<file path="config.mk">
export PLATFORM = sky130hd
export DESIGN_NAME = railway_signal_aspect_controller
export DESIGN_NICKNAME = d
export VERILOG_FILES = /design/src/hdl/rsac_pkg.sv /design/src/hdl/rsac_signal.sv /design/src/hdl/railway_signal_aspect_controller.sv
export SDC_FILE = /design/constraint.sdc
export NUM_CORES = 1
export LEC_CHECK = 0
export ABC_AREA = 0
export BUFFER_PORTS_ARGS = -buffer_cell sky130_fd_sc_hd__buf_2
export CORE_ASPECT_RATIO = 1.5
export CORE_UTILIZATION = 25
export CTS_BUF_LIST = sky130_fd_sc_hd__clkbuf_2
export CTS_CLUSTER_SIZE = 28
export DETAILED_ROUTE_END_ITERATION = 12
export PLACE_DENSITY = 0.41
export SKIP_LAST_GASP = 1
export SLEW_MARGIN = 15
export SYNTH_ARGS = -nofsm -noshare
export SYNTH_HDL_FRONTEND = slang
export SYNTH_SLANG_ARGS = --single-unit
</file>
<file path="constraint.sdc">
create_clock -name clk -period 5.8 [get_ports clk]
set_clock_uncertainty 0.15 [all_clocks]
set_input_delay 1.16 -clock clk [delete_from_list [all_inputs] [get_ports clk]]
set_output_delay 1.16 -clock clk [all_outputs]
set_load 0.1 [all_outputs]
</file>
<file path="src/hdl/rsac_pkg.sv">
// ----------------------------------------------------------------------------
// Railway signal aspect controller package
// Shared codes, lamp assignment per aspect and the control bundle that the
// top level hands to each signal unit.
// ----------------------------------------------------------------------------
package rsac_pkg;

	localparam int unsigned LAMPS = 5;
	localparam int unsigned LEVEL_W = 8;
	localparam int unsigned CMD_W = 16;
	localparam int unsigned ASPECT_W = 2;
	localparam int unsigned CFG_INDEX_W = 3;
	localparam int unsigned CFG_DATA_W = 64;

	localparam logic [1:0] OP_COMMAND = 2'd0;
	localparam logic [1:0] OP_TICK    = 2'd1;
	localparam logic [1:0] OP_REFRESH = 2'd2;

	localparam logic [CFG_INDEX_W-1:0] REG_SIG1_ADDR  = 3'd0;
	localparam logic [CFG_INDEX_W-1:0] REG_SIG2_ADDR  = 3'd1;
	localparam logic [CFG_INDEX_W-1:0] REG_MODE_ADDR  = 3'd2;
	localparam logic [CFG_INDEX_W-1:0] REG_FULL_LEVEL = 3'd3;
	localparam logic [CFG_INDEX_W-1:0] REG_DIM_LEVEL  = 3'd4;
	localparam logic [CFG_INDEX_W-1:0] REG_DELAY      = 3'd5;

	localparam logic [ASPECT_W-1:0] ASPECT_HP00 = 2'd0;
	localparam logic [ASPECT_W-1:0] ASPECT_HP1  = 2'd1;
	localparam logic [ASPECT_W-1:0] ASPECT_HP2  = 2'd2;
	localparam logic [ASPECT_W-1:0] ASPECT_SH1  = 2'd3;

	localparam logic [CMD_W-1:0] NO_COMMAND = 16'hFFFF;
	localparam logic [LEVEL_W-1:0] FULL_LEVEL_RESET = 8'd255;
	localparam logic [LEVEL_W-1:0] DIM_LEVEL_RESET = 8'd64;
	localparam logic [LEVEL_W-1:0] DELAY_RESET = 8'd2;
	localparam logic [LEVEL_W-1:0] ELAPSED_MAX = 8'd255;

	typedef logic [LAMPS-1:0][LEVEL_W-1:0] lamp_set_t;

	typedef struct packed {
		logic step;
		logic request;
		logic [ASPECT_W-1:0] target;
		logic tick;
		logic refresh;
		logic [LEVEL_W-1:0] level;
		logic [LEVEL_W-1:0] delay;
	} sig_ctrl_t;

	// Lamp order: red_a, red_b, green, yellow, white (bit 0 upwards).
	function automatic logic [LAMPS-1:0] lamp_mask(input logic [ASPECT_W-1:0] aspect);
		logic [LAMPS-1:0] mask;
		case (aspect)
			ASPECT_HP00: mask = 5'b00011;
			ASPECT_HP1:  mask = 5'b00100;
			ASPECT_HP2:  mask = 5'b01100;
			ASPECT_SH1:  mask = 5'b10010;
			default:     mask = 5'b00000;
		endcase
		return mask;
	endfunction

endpackage

</file>
<file path="src/hdl/rsac_signal.sv">
// ----------------------------------------------------------------------------
// Single signal unit
// Holds one signal's aspect, switch-over wait state and lamp levels, and works out
// their next values for one event.
// ----------------------------------------------------------------------------
module rsac_signal (
	input  logic                clk,
	input  logic                arst_n,
	input  rsac_pkg::sig_ctrl_t ctrl,
	output rsac_pkg::lamp_set_t lamps_next
);

	logic [rsac_pkg::ASPECT_W-1:0] aspect_q, aspect_n;
	logic                          pending_q, pending_n;
	logic [rsac_pkg::LEVEL_W-1:0]  elapsed_q, elapsed_n;
	rsac_pkg::lamp_set_t           lamps_q;
	logic [rsac_pkg::LAMPS-1:0]    mask_old, mask_new;

	assign mask_old = rsac_pkg::lamp_mask(aspect_q);
	assign mask_new = rsac_pkg::lamp_mask(aspect_n);

	always_comb begin
		aspect_n = aspect_q;
		pending_n = pending_q;
		elapsed_n = elapsed_q;
		lamps_next = lamps_q;
		if (ctrl.request && ctrl.target != aspect_q) begin
			if (!pending_q) begin
				for (int k = 0; k < rsac_pkg::LAMPS; k++) begin
					if (mask_old[k]) begin
						lamps_next[k] = '0;
					end
				end
			end
			aspect_n = ctrl.target;
			pending_n = 1'b1;
			elapsed_n = '0;
		end
		if (ctrl.tick && elapsed_q != rsac_pkg::ELAPSED_MAX) begin
			elapsed_n = elapsed_q + 8'd1;
		end
		if (ctrl.refresh && !pending_q) begin
			for (int k = 0; k < rsac_pkg::LAMPS; k++) begin
				if (mask_old[k]) begin
					lamps_next[k] = ctrl.level;
				end
			end
		end
		if (pending_n && elapsed_n >= ctrl.delay) begin
			for (int k = 0; k < rsac_pkg::LAMPS; k++) begin
				if (mask_new[k]) begin
					lamps_next[k] = ctrl.level;
				end
			end
			pending_n = 1'b0;
		end
	end

	always_ff @(posedge clk or negedge arst_n) begin
		if (!arst_n) begin
			aspect_q <= rsac_pkg::ASPECT_HP00;
			pending_q <= 1'b1;
			elapsed_q <= rsac_pkg::ELAPSED_MAX;
			lamps_q <= '0;
		end else if (ctrl.step) begin
			aspect_q <= aspect_n;
			pending_q <= pending_n;
			elapsed_q <= elapsed_n;
			lamps_q <= lamps_next;
		end
	end

endmodule

</file>
<file path="src/hdl/railway_signal_aspect_controller.sv">
// ----------------------------------------------------------------------------
// Railway signal aspect controller
// Decodes accessory commands, ticks and refresh events into lamp brightness
// targets for two four-aspect signals.
// ----------------------------------------------------------------------------
// Events arrive on the s_axis channel: tuser carries the operation (command,
// one-second tick or brightness refresh), tdata the command address. Every
// accepted transfer produces exactly one transfer on m_axis carrying the ten
// lamp targets after the event and a flag telling whether a new command hit
// a configured address.
// An event is captured in an input register and then handled once the result
// register can take it; the signal state and the result register update
// together, and one event can be taken every cycle while m_axis does not stall.
// When m_axis stalls, the result register holds; one further event may sit
// in the input register, after which s_axis_tready drops.
// Reset clears the registers to their defaults: both signals await HP00 with
// the delay already run out, so HP00 lights with the result of the first
// event. Configuration writes take effect on the next clock edge and are
// meant for idle periods only.
// ----------------------------------------------------------------------------
module railway_signal_aspect_controller (
	input  logic        clk,
	input  logic        arst_n,
	input  logic        s_axis_tvalid,
	output logic        s_axis_tready,
	input  logic [15:0] s_axis_tdata,  // command[15:0]
	input  logic [1:0]  s_axis_tuser,  // operation[1:0]
	output logic        m_axis_tvalid,
	input  logic        m_axis_tready,
	// s1_red_a, s1_red_b, s1_green, s1_yellow, s1_white, s2_red_a, s2_red_b,
	// s2_green, s2_yellow, s2_white (8 bits each), command_hit[80], zero fill
	output logic [87:0] m_axis_tdata,
	input  logic        cfg_we,
	input  logic [2:0]  cfg_index,
	input  logic [63:0] cfg_data
);

	logic [63:0] sig1_addr_q, sig2_addr_q;
	logic [31:0] mode_addr_q;
	logic [7:0]  full_level_q, dim_level_q, delay_q;

	logic        valid_s1;
	logic [1:0]  op_s1;
	logic [15:0] cmd_s1;

	logic        out_valid_s2;
	logic [87:0] out_data_s2;

	logic [15:0] last_cmd_q, last_cmd_n;
	logic        night_q, night_n;
	logic        hit;
	logic        step, out_ready;
	logic        req1, req2;
	logic [1:0]  target;
	logic [7:0]  level;

	rsac_pkg::sig_ctrl_t ctrl1, ctrl2;
	rsac_pkg::lamp_set_t lamps1, lamps2;

	assign out_ready = !out_valid_s2 || m_axis_tready;
	assign step = valid_s1 && out_ready;
	assign s_axis_tready = !valid_s1 || out_ready;

	always_ff @(posedge clk or negedge arst_n) begin
		if (!arst_n) begin
			sig1_addr_q <= '0;
			sig2_addr_q <= '0;
			mode_addr_q <= '0;
			full_level_q <= rsac_pkg::FULL_LEVEL_RESET;
			dim_level_q <= rsac_pkg::DIM_LEVEL_RESET;
			delay_q <= rsac_pkg::DELAY_RESET;
		end else if (cfg_we) begin
			case (cfg_index)
				rsac_pkg::REG_SIG1_ADDR:  sig1_addr_q <= cfg_data;
				rsac_pkg::REG_SIG2_ADDR:  sig2_addr_q <= cfg_data;
				rsac_pkg::REG_MODE_ADDR:  mode_addr_q <= cfg_data[31:0];
				rsac_pkg::REG_FULL_LEVEL: full_level_q <= cfg_data[7:0];
				rsac_pkg::REG_DIM_LEVEL:  dim_level_q <= cfg_data[7:0];
				rsac_pkg::REG_DELAY:      delay_q <= cfg_data[7:0];
				default: ;
			endcase
		end
	end

	always_ff @(posedge clk or negedge arst_n) begin
		if (!arst_n) begin
			valid_s1 <= 1'b0;
		end else if (s_axis_tready) begin
			valid_s1 <= s_axis_tvalid;
		end
	end

	always_ff @(posedge clk) begin
		if (s_axis_tvalid && s_axis_tready) begin
			op_s1 <= s_axis_tuser;
			cmd_s1 <= s_axis_tdata;
		end
	end

	always_comb begin
		last_cmd_n = last_cmd_q;
		night_n = night_q;
		hit = 1'b0;
		req1 = 1'b0;
		req2 = 1'b0;
		target = rsac_pkg::ASPECT_HP00;
		if (op_s1 == rsac_pkg::OP_COMMAND && cmd_s1 != last_cmd_q) begin
			last_cmd_n = cmd_s1;
			if (cmd_s1 == mode_addr_q[15:0]) begin
				night_n = 1'b0;
				hit = 1'b1;
			end else if (cmd_s1 == mode_addr_q[31:16]) begin
				night_n = 1'b1;
				hit = 1'b1;
			end else begin
				for (int i = 7; i >= 0; i--) begin
					if (cmd_s1 == (i < 4 ? sig1_addr_q[16*(i%4) +: 16]
							: sig2_addr_q[16*(i%4) +: 16])) begin
						hit = 1'b1;
						req1 = (i < 4);
						req2 = (i >= 4);
						target = 2'(i % 4);
					end
				end
			end
		end
	end

	assign level = night_n ? dim_level_q : full_level_q;

	always_comb begin
		ctrl1.step = step;
		ctrl1.request = req1;
		ctrl1.target = target;
		ctrl1.tick = (op_s1 == rsac_pkg::OP_TICK);
		ctrl1.refresh = (op_s1 == rsac_pkg::OP_REFRESH);
		ctrl1.level = level;
		ctrl1.delay = delay_q;
		ctrl2 = ctrl1;
		ctrl2.request = req2;
	end

	rsac_signal u_signal1 (
		.clk        (clk),
		.arst_n     (arst_n),
		.ctrl       (ctrl1),
		.lamps_next (lamps1)
	);

	rsac_signal u_signal2 (
		.clk        (clk),
		.arst_n     (arst_n),
		.ctrl       (ctrl2),
		.lamps_next (lamps2)
	);

	always_ff @(posedge clk or negedge arst_n) begin
		if (!arst_n) begin
			last_cmd_q <= rsac_pkg::NO_COMMAND;
			night_q <= 1'b0;
			out_valid_s2 <= 1'b0;
		end else begin
			if (step) begin
				last_cmd_q <= last_cmd_n;
				night_q <= night_n;
			end
			if (out_ready) begin
				out_valid_s2 <= valid_s1;
			end
		end
	end

	always_ff @(posedge clk) begin
		if (step) begin
			out_data_s2 <= {7'd0, hit, lamps2, lamps1};
		end
	end

	assign m_axis_tvalid = out_valid_s2;
	assign m_axis_tdata = out_data_s2;

endmodule

</file>
==> impl_metrics.env, run 1 <==
export IMPL_finalCritPeriodShare=0.9366
export IMPL_post_route_min_period_ns=5.432
export IMPL_combPwrFrac=0.306
export IMPL_boundaryPins=180
export IMPL_total_power_w=0.008718
export IMPL_portBuffers=172
export IMPL_via_count=13190
export IMPL_min_path_cells=2
export IMPL_ant_nets=0
export IMPL_dr_pass1_iters=5
export IMPL_synth_edf_count=99
export IMPL_startpoint_type="flip-flop"
export IMPL_critPathKind="reg2reg"
export IMPL_clkSinkCount=404
export IMPL_drive_gt1_frac=0.3805
export IMPL_start_util=0.2530
export IMPL_synth_ff_type="dfrtp_1"
export IMPL_cts_buffer_depth=3
export IMPL_async_flop_share=0.7550
export IMPL_syn_cell_area_sq_um=19310
export IMPL_avgSynthCellArea_sq_um=13.12
export IMPL_setup_violations=0
export IMPL_internal_power_w=0.005363
export IMPL_r2r_cells=23
export IMPL_arrival_ns=6.14
export IMPL_clockPowerShare=0.235
export IMPL_cts_tree="done"
export IMPL_overflow=0
export IMPL_row_count=124
export IMPL_slew_viol_final=0
export IMPL_syn2layout_area_growth_pct=21.50
export IMPL_clk_latency_ns=1.14
export IMPL_antenna_found_initial=8
export IMPL_viasPerCell=4.518
export IMPL_cts_buffers=104
export IMPL_swShare=0.3848
export IMPL_grt_max_degree=122
export IMPL_seq_area_frac_synth=0.5519
export IMPL_finalInstanceArea_sq_um=23470
export IMPL_max_slew_margin=0.3206
export IMPL_drv_cap=0
export IMPL_max_stage_delay_ns=0.39
export IMPL_dieArea_sq_um=78400
export IMPL_synth_distinct_cells=67
export IMPL_core_sq_um=76330
export IMPL_crit_fanout=16
export IMPL_root_buffer="clkbuf_2"
export IMPL_post_route_drc_count=0
export IMPL_cp_end_kind="flip-flop"
export IMPL_ir_drop_mv=0.1389
export IMPL_hpwl_mm=42.29
export IMPL_gp_congestion=0.7992
export IMPL_routedWlPerCell_um=20.38
export IMPL_slowest_stage="edfxtp_1"
export IMPL_drt_iter0_drc=591
export IMPL_timing_final_hold_violations=0
export IMPL_finalNetCount=1943
export IMPL_synth_seq_cells=404
export IMPL_holdCritPathClass="in2reg"
export IMPL_seq_power_share=0.459
export IMPL_grtUsageTotal=0.1536
export IMPL_post_dp_cell_area_sq_um=21680
export IMPL_worst_pin_slew_ns=1.019
export IMPL_crit_chain="buf_4 -> xor2_1 -> nor4_2 -> buf_4 -> and4_1 -> a211oi_2 -> nor3_4 -> mux2i_2 -> o31a_1 -> nor2_1 -> mux2i_1 -> ha_1 -> nand2b_1 -> a21o_1 -> a21o_1 -> a211o_1 -> a21oi_1 -> o21ai_0 -> o21ai_1 -> nor2_1 -> a22oi_2 -> buf_12 -> o21ai_0"
export IMPL_rsz0062_at_grt="false"
export IMPL_fp_dieW_um=229.0
export IMPL_status="finished clean"
export IMPL_synth_warnings=0
export IMPL_tns_ns=0
export IMPL_powerDensity_nw_per_um2=371.5
export IMPL_switching_power_w=0.003354
export IMPL_cp_data_required_time_ns=6.50
export IMPL_htreeDepth=3
export IMPL_wirelength_mm=59.50
export IMPL_p_leak_nw=9.746
export IMPL_die_h_um=342.4
export IMPL_synth_cells=1472
export IMPL_timing_fmax_mhz=184.1
export IMPL_path_clk_slew_ns=0.10
export IMPL_grt_pass1_wl_mm=89.74
export IMPL_grt_pass1_vias=14170
==> cells in the final DEF (no fill, tap or decap), types with 33 or more instances in the layout <==
master           n
a221o_1         33
a22o_1          48
and2_1          33
buf_2          171
buf_4           67
clkbuf_2       163
dfrtp_1        261
dfstp_2         44
dlygate4sd3_1   69
edfxtp_1        99
inv_1           34
mux2_2         209
nand2_1         92
nor2_1          34
o21ai_0         45
o2bb2ai_1       40
xnor2_1         82
xor2_1         101
==> metal layers <==
metal | up-vias | share of wire | track usage
met3 | 133 | 0.043 | 0.03096
met4 | 8 | 0.041 | 0.07597
met2 | 325 | 0.53 | 0.2829
li1 | 6135 | - | -
met1 | 6588 | 0.39 | 0.1661
met5 | - | 0.00091 | 0
==> repair_timing <==
action                                  in CTS  in global routing
hold endpoints to repair                   220                  0
gates resized for setup                      0                  9
buffers inserted                             0                  3
endpoints found under the setup margin       0                106
hold buffers                                69                  0
==> power groups by stage <==
| stage | Combinational (W) | Sequential (W) | Clock (W) |
|---|---|---|---|
| after CTS | 0.00269 | 0.00401 | 0.00218 |
| final | 0.00267 | 0.00400 | 0.00205 |
| after floorplan | 0.00125 | 0.00472 | 0 |
| after global routing | 0.00288 | 0.00408 | 0.00231 |
| after detailed placement | 0.00264 | 0.00407 | 0 |
| after global placement | 0.00262 | 0.00406 | 0 |
==> kinds of logic after synthesis <==
logic type               count (synthesis)  synth area share
AO/OA/AOI/OAI                          237            0.1022
XOR/XNOR                               183           0.08298
adder cells (fa/ha/maj)                 30           0.01943
buffers and inverters                  116           0.03388
flip-flops                             404            0.5519
multiplexers                           224            0.1300
other                                    1         0.0001942
AND/OR/NAND/NOR                        277           0.07935
==> synthesized netlist by cell type (5+ instances only) <==
master | n | area share
nand4_1 | 31 | 0.010
buf_6 | 14 | 0.0082
nand3_1 | 8 | 0.0021
nand2_1 | 93 | 0.018
o32a_1 | 5 | 0.0026
buf_2 | 7 | 0.0018
mux2_2 | 209 | 0.12
nor3_1 | 7 | 0.0018
o2bb2ai_1 | 40 | 0.018
and2_1 | 33 | 0.011
nor4_1 | 22 | 0.0071
a22o_1 | 48 | 0.022
and4_1 | 6 | 0.0027
ha_1 | 30 | 0.019
dfrtp_1 | 261 | 0.34
dfstp_2 | 44 | 0.060
nor2_1 | 34 | 0.0066
mux2i_1 | 13 | 0.0067
a221o_1 | 33 | 0.017
o21ai_0 | 45 | 0.012
a21o_1 | 5 | 0.0019
inv_1 | 35 | 0.0068
nor4_2 | 6 | 0.0039
xnor2_1 | 82 | 0.037
nand2b_1 | 16 | 0.0052
a21oi_1 | 11 | 0.0029
buf_1 | 5 | 0.00097
clkbuf_1 | 27 | 0.0052
buf_4 | 28 | 0.011
edfxtp_1 | 99 | 0.15
o21ai_1 | 11 | 0.0029
xor2_1 | 101 | 0.046
==> area by class of cell <==
class / count / area (sq um)
repair buffers: 320 / 2305
multi-input cells: 958 / 8129
clock buffers: 163 / 815.8
well taps: 1008 / 1261
diodes: 3 / 7.507
fillers: 7938 / 52870
inverters: 35 / 133.9
flip-flops and latches: 404 / 10660
clock inverters: 28 / 155.1
==> critical path: cells and delay by family (launching register included) <==
family	cells	cell delay [ns]
AOI/OAI and AO/OA	10	1.77
and+or+nand+nor	6	1.30
buffers and inverters	3	0.61
muxes	2	0.47
DFF	1	0.39
adders and majority gates	1	0.25
xor gates and xnor gates	1	0.21
==> registers in the layout (all words and copies together) (netlist names), 16 cells and up <==
| name | count |
|---|---|
| sig2_addr_q | 64 |
| mode_addr_q | 32 |
| sig1_addr_q | 64 |
| u_signal1.lamps_q | 40 |
| u_signal2.lamps_q | 40 |
| cmd_s1 | 16 |
| m_axis_tdata | 81 |
| last_cmd_q | 16 |
==> final timing paths <==
check,startpoint,endpoint,slack (ns)
max in group asynchronous,arst_n,u_signal1.lamps_q[35],3.58
setup / recovery,cmd_s1[1],m_axis_tdata[66],0.37
hold / removal,cfg_data[63],sig2_addr_q[63],0.18
min in group asynchronous,arst_n,sig2_addr_q[55],0.47
hold reg to reg,u_signal1.elapsed_q[3],u_signal1.elapsed_q[3],0.34
setup reg to reg,cmd_s1[1],m_axis_tdata[66],0.37
==> through the flow <==
step	setup WS (ns)	util	std cells	hold slack (ns)
after floorplan	0.7598	-	1478	0.2978
after global placement	0.2666	0.2841	2653	0.3196
after detailed placement	0.1594	0.2841	2653	0.3196
after CTS	0.01117	0.3058	2913	0.00003531
after global routing	0.01474	0.3074	2918	0.08462
final	0.3677	0.3074	2919	0.1771
No activity file was read; power rests on OpenSTA's default activity.
==> inputs of run 2 (changes only) <==
- CTS_BUF_LIST: sky130_fd_sc_hd__clkbuf_2 -> not set
==> run 2 against run 1 <==
Net effect:
- global-route usage shrank 0.33 points
- combinational power fell by 2%
- total power grew 9.2%
- wire length fell by 1.6%
- fmax shrank 1.4%
- utilization decreased by 0.33 points
==> impl_metrics.env, run 2 (synthesis results as in run 1) <==
export IMPL_worst_pin_slew_ns=1.055
export IMPL_dr_pass1_iters=5
export IMPL_hpwl_mm=42.29
export IMPL_crit_chain="buf_4 -> xor2_1 -> nor4_2 -> buf_4 -> and4_1 -> a211oi_2 -> nor3_4 -> mux2_2 -> a31oi_2 -> buf_4 -> nor2_1 -> mux2_2 -> ha_1 -> a2111oi_0 -> a21oi_1 -> o21a_1 -> buf_12 -> a2bb2oi_2 -> a22o_1"
export IMPL_start_util=0.2530
export IMPL_dieArea_sq_um=78400
export IMPL_startpoint_type="flip-flop"
export IMPL_largest_reg_flops=81
export IMPL_gp_congestion=0.7992
export IMPL_die_h_um=342.4
export IMPL_p_leak_nw=9.377
export IMPL_cp_end_kind="flip-flop"
export IMPL_root_buffer="clkbuf_16"
export IMPL_cp_data_required_time_ns=6.07
export IMPL_grt_pass1_wl_mm=87.79
export IMPL_path_clk_slew_ns=0.06
export IMPL_grt_pass1_vias=13330
export IMPL_clk_latency_ns=0.60
export IMPL_critPathKind="reg2reg"
export IMPL_fp_dieW_um=229.0
export IMPL_core_sq_um=76330
export IMPL_crit_fanout=16
export IMPL_setup_violations=0
export IMPL_final_cell_mix="dfrtp_1 (261), mux2_2 (209), buf_2 (171), xor2_1 (101), edfxtp_1 (99)"
export IMPL_slew_viol_final=0
export IMPL_drive_gt1_frac=0.3534
export IMPL_ir_drop_mv=0.2011
export IMPL_post_route_drc_count=0
export IMPL_tns_ns=0
export IMPL_slowest_stage="a2bb2oi_2"
export IMPL_viasPerCell=4.588
export IMPL_drv_cap=0
export IMPL_holdWs_ns=0.3356
export IMPL_drt_iter0_drc=596
export IMPL_max_slew_margin=0.2964
export IMPL_portBuffers=172
export IMPL_antenna_found_initial=13
export IMPL_powerDensity_nw_per_um2=410.1
export IMPL_cts_buffers=44
export IMPL_post_route_min_period_ns=5.508
export IMPL_cts_buffer_depth=3
export IMPL_routedWlPerCell_um=21.39
export IMPL_syn2layout_area_growth_pct=20.19
export IMPL_nFillCells=7848
export IMPL_post_dp_cell_area_sq_um=21680
export IMPL_grtUsageTotal=0.1503
export IMPL_layout_commonest_cell="dfrtp_1"
export IMPL_holdCritPathClass="reg2reg"
export IMPL_row_count=124
export IMPL_dp_cells=2653
export IMPL_timing_final_hold_violations=0
export IMPL_finalCritPeriodShare=0.9497
export IMPL_crit_path_frequent_cell="buf_4"
export IMPL_htreeDepth=2
export IMPL_finalNonFillerCells=2737
export IMPL_boundaryPins=180
export IMPL_cp_buffers_inverters=4
export IMPL_critical_path_top_delay_family="compound AO/OA/AOI/OAI gates"
export IMPL_rsz0062_at_grt="true"
export IMPL_status="finished clean"
export IMPL_finalInstanceArea_sq_um=23210
export IMPL_timing_fmax_mhz=181.5
export IMPL_arrival_ns=5.78
export IMPL_finalNetCount=1814
export IMPL_max_stage_delay_ns=0.59
export IMPL_via_count=12560
export IMPL_overflow=0
export IMPL_grt_max_degree=122
export IMPL_n_antenna_cell=0
export IMPL_cts_tree="done"
export IMPL_wirelength_mm=58.55
export IMPL_post_route_util=0.3041
export IMPL_clkSinkCount=404
export IMPL_ant_nets=0
## run 2: cell count changes in the layout (fill, tap and decap cells not counted), sizes merged, moves of 2 or more
cell and change:
bufinv +3, clkbuf -98, inv -2, dlygate4sd3 -69
diode -3, clkinv -14
## run 2: power by group
part           internal [W]  leakage [nW]  total, W  switching, W
combinational      0.000910          4.16   0.00262       0.00171
clock               0.00168         0.710   0.00289       0.00121
sequential          0.00363          4.51   0.00401      0.000382
total               0.00622          9.38   0.00952       0.00330
## run 2: final timing paths
check                      startpoint               endpoint  slack [ns]  cells past startpoint
min reg2reg                   night_q                night_q        0.34                      2
max                         cmd_s1[1]       m_axis_tdata[37]        0.29                     19
max in group asynchronous      arst_n  u_signal1.lamps_q[34]        3.71                      2
min in group asynchronous      arst_n        sig2_addr_q[55]        0.44                      1
min                           night_q                night_q        0.34                      2
max reg2reg                 cmd_s1[1]       m_axis_tdata[37]        0.29                     19
## run 2: stage by stage
step	power [W]	setup WS (ns)
floorplan	0.005973	0.7598
global placement	0.006684	0.2666
detailed placement	0.006716	0.1594
CTS	0.009688	0.1006
global route	0.01001	-0.07760
finish	0.009521	0.2917
## run 2: per-layer routing
metal / vias up / GRT usage / routed length [um] / part of all wire
met5: - / 0 / 111 / 0.0019
met4: 18 / 0.05597 / 2090 / 0.036
met3: 118 / 0.02796 / 2450 / 0.042
met2: 282 / 0.2809 / 31130 / 0.53
met1: 6341 / 0.1675 / 22780 / 0.39
li1: 5797 / - / - / -
## run 2: area by class of cell
type / count / area, sq um / area share
Clock buffer: 65 / 1251 / 0.05390
Tap cell: 1008 / 1261 / 0.05433
Timing Repair Buffer: 251 / 1602 / 0.06899
Inverter: 35 / 133.9 / 0.005767
Multi-Input combinational cell: 958 / 8084 / 0.3482
Clock inverter: 16 / 222.7 / 0.009594
Sequential cell: 404 / 10660 / 0.4592
## run 2: worst min-delay path: cells and delay by family (launching register included)
| family | cells | cell delay, ns |
|---|---|---|
| flip-flops | 1 | 0.35 |
| AND/OR/NAND/NOR | 2 | 0.10 |
## run 2: repair_timing
item                       4_1_cts  5_1_grt
hold buffers                     0        0
buffers inserted                 0        3
setup endpoints to repair        0      124
resized for setup                0        5
==> inputs of run 3 (changes only) <==
==> constraint.sdc (replaced) <==
create_clock -name clk -period 5.8 [get_ports clk]
set_clock_uncertainty 0.15 [all_clocks]
set_input_delay 0.29 -clock clk [delete_from_list [all_inputs] [get_ports clk]]
set_output_delay 0.29 -clock clk [all_outputs]
set_load 0.1 [all_outputs]
==> run 3 against run 2 <==
Net effect:
- clock-buffer cell count fell by 1
- sequential power barely moved
- clock power rose by 6%
- critical path depth rose by 4
- via count rose by 2.8%
- fmax rose by 0.69%
- final area rose by 4.1%
- register-to-register slack improved by 0.04 ns
- combinational power rose by 2%
==> impl_metrics.env, run 3 (synthesis results as in run 1) <==
export IMPL_crit_path_start="cmd_s1[1]"
export IMPL_total_power_w=0.009759
export IMPL_p_leak_nw=9.800
export IMPL_start_util=0.2530
export IMPL_status="finished clean"
export IMPL_antenna_found_initial=6
export IMPL_drv_cap=0
export IMPL_final_cell_mix="dfrtp_1 (261), mux2_2 (209), buf_2 (171), xor2_1 (101), edfxtp_1 (99)"
export IMPL_cts_buffers=47
export IMPL_crit_chain="buf_4 -> xor2_1 -> nor4_1 -> buf_4 -> and4_1 -> a211oi_2 -> nor3_4 -> mux2i_2 -> o31a_1 -> nor2_1 -> mux2i_1 -> ha_1 -> nand2b_1 -> a21o_1 -> a21o_1 -> a211o_1 -> a21oi_1 -> o21ai_0 -> o21ai_1 -> buf_4 -> o32a_1 -> nand2b_1 -> o2bb2ai_1"
export IMPL_worst_pin_slew_ns=1.119
export IMPL_critical_path_top_delay_family="compound AO/OA/AOI/OAI gates"
export IMPL_timing_final_hold_violations=0
export IMPL_via_count=12900
export IMPL_fp_dieW_um=229.0
export IMPL_grt_max_degree=115
export IMPL_r2r_start="cmd_s1[1]"
export IMPL_die_h_um=342.4
export IMPL_root_buffer="clkbuf_16"
export IMPL_hpwl_mm=42.51
export IMPL_seq_power_share=0.412
export IMPL_arrival_ns=5.83
export IMPL_path_clk_slew_ns=0.06
export IMPL_post_dp_cell_area_sq_um=21690
export IMPL_grtUsageTotal=0.1521
export IMPL_clk_latency_ns=0.59
export IMPL_powerDensity_nw_per_um2=403.6
export IMPL_finalInstanceArea_sq_um=24180
export IMPL_setup_violations=0
export IMPL_holdCritPathClass="in2reg"
export IMPL_routedWlPerCell_um=21.01
export IMPL_drive_gt1_frac=0.3427
export IMPL_swShare=0.3446
export IMPL_grt_pass1_vias=13600
export IMPL_slew_viol_final=0
export IMPL_crit_cells=23
export IMPL_portBuffers=172
export IMPL_row_count=124
export IMPL_max_stage_delay_ns=0.36
export IMPL_critPathKind="reg2reg"
export IMPL_finalNonFillerCells=2834
export IMPL_crit_fanout=12
export IMPL_cp_end_kind="flip-flop"
export IMPL_drt_iter0_drc=695
export IMPL_min_path_cells=3
export IMPL_rsz0062_at_grt="false"
export IMPL_core_sq_um=76330
export IMPL_finalCritPeriodShare=0.9432
export IMPL_slowest_stage="edfxtp_1"
export IMPL_cp_buffers_inverters=3
export IMPL_min_from="cfg_index[1]"
export IMPL_dp_cells=2657
export IMPL_boundaryPins=180
export IMPL_dieArea_sq_um=78400
export IMPL_tns_ns=0
export IMPL_overflow=0
export IMPL_layout_commonest_cell="dfrtp_1"
export IMPL_largest_reg_flops=81
export IMPL_clockPowerShare=0.315
export IMPL_cts_tree="done"
export IMPL_holdWs_ns=0.1214
export IMPL_nFillCells=7791
export IMPL_combPwrFrac=0.274
export IMPL_crit_path_frequent_cell="buf_4"
export IMPL_clkSinkCount=404
export IMPL_post_route_drc_count=0
export IMPL_grt_pass1_wl_mm=89.22
export IMPL_internal_power_w=0.006396
export IMPL_max_slew_margin=0.2537
export IMPL_switching_power_w=0.003363
export IMPL_startpoint_type="flip-flop"
export IMPL_finalNetCount=1906
export IMPL_wirelength_mm=59.53
export IMPL_cts_buffer_depth=3
export IMPL_cp_data_required_time_ns=6.16
export IMPL_viasPerCell=4.553
export IMPL_timing_fmax_mhz=182.8
export IMPL_post_route_min_period_ns=5.471
export IMPL_htreeDepth=2
export IMPL_r2r_cells=23
export IMPL_dr_pass1_iters=5
export IMPL_ant_nets=0
export IMPL_ir_drop_mv=0.2197
export IMPL_gp_congestion=0.7696
export IMPL_syn2layout_area_growth_pct=25.17
[run 3: changes by cell type in the layout (fill, tap and decap cells not counted), moves of 2 or more]
cell | before | now
dlygate4sd3_1 | 0 | 86
buf_4 | 68 | 74
clkbuf_1 | 15 | 9
clkinv_2 | 5 | 11
buf_12 | 11 | 8
clkbuf_8 | 5 | 8
clkinvlp_4 | 2 | 5
clkbuf_16 | 45 | 47
clkinv_1 | 2 | 0
diode_2 | 0 | 2
[run 3: worst register-to-register path, stage by stage (launching register included)]
cell and delay [ns]:
edfxtp_1 0.36, buf_4 0.25, xor2_1 0.22, nor4_1 0.36
buf_4 0.18, and4_1 0.31, a211oi_2 0.08, nor3_4 0.33
mux2i_2 0.27, o31a_1 0.19, nor2_1 0.06, mux2i_1 0.19
ha_1 0.26, nand2b_1 0.14, a21o_1 0.18, a21o_1 0.17
a211o_1 0.29, a21oi_1 0.12, o21ai_0 0.12, o21ai_1 0.19
buf_4 0.17, o32a_1 0.32, nand2b_1 0.34, o2bb2ai_1 0.16
[run 3: timing repair]
action / CTS / global route
endpoints found under the hold margin: 296 / 0
setup endpoints to repair: 0 / 48
gates resized for setup: 0 / 2
buffers inserted: 0 / 2
hold buffers: 86 / 0
[run 3: through the flow]
stage | utilization | setup slack (ns)
CTS | 0.3163 | 0.1478
global route | 0.3167 | 0.01062
floorplan | - | 0.7598
global placement | 0.2841 | 0.2711
finish | 0.3167 | 0.3294
detailed placement | 0.2841 | 0.1835
[run 3: layer usage]
layer / global-route usage / wire length (um)
met1: 0.1720 / 23590
met2: 0.2886 / 32330
met3: 0.02347 / 1938
met4: 0.04833 / 1647
met5: 0 / 18
[run 3: area by class of cell]
type,instances,area [sq um],area share
well taps,1008,1261,0.05217
clock inverters,23,275.3,0.01139
repair buffers,340,2447,0.1012
inverters,35,133.9,0.005537
flip-flops and latches,404,10660,0.4409
multi-input cells,958,8074,0.3340
diodes,2,5.005,0.0002070
clock buffers,64,1320,0.05460
[run 3: worst paths after layout]
kind	end	slack, ns
worst max-delay path	u_signal2.lamps_q[36]	0.33
worst min-delay path	sig2_addr_q[5]	0.12
worst max register to register	u_signal2.lamps_q[36]	0.33
worst min register to register	night_q	0.33
max in group asynchronous	sig1_addr_q[1]	4.07
min in group asynchronous	sig1_addr_q[58]	0.18
[run 3: power by group through the flow]
stage,logic [W],registers [W],clock network [W]
2_1_floorplan,0.00125,0.00472,0
3_5_place_dp,0.00266,0.00408,0
6_report,0.00267,0.00402,0.00307
4_1_cts,0.00271,0.00403,0.00319
3_3_place_gp,0.00264,0.00407,0
5_1_grt,0.00287,0.00409,0.00327
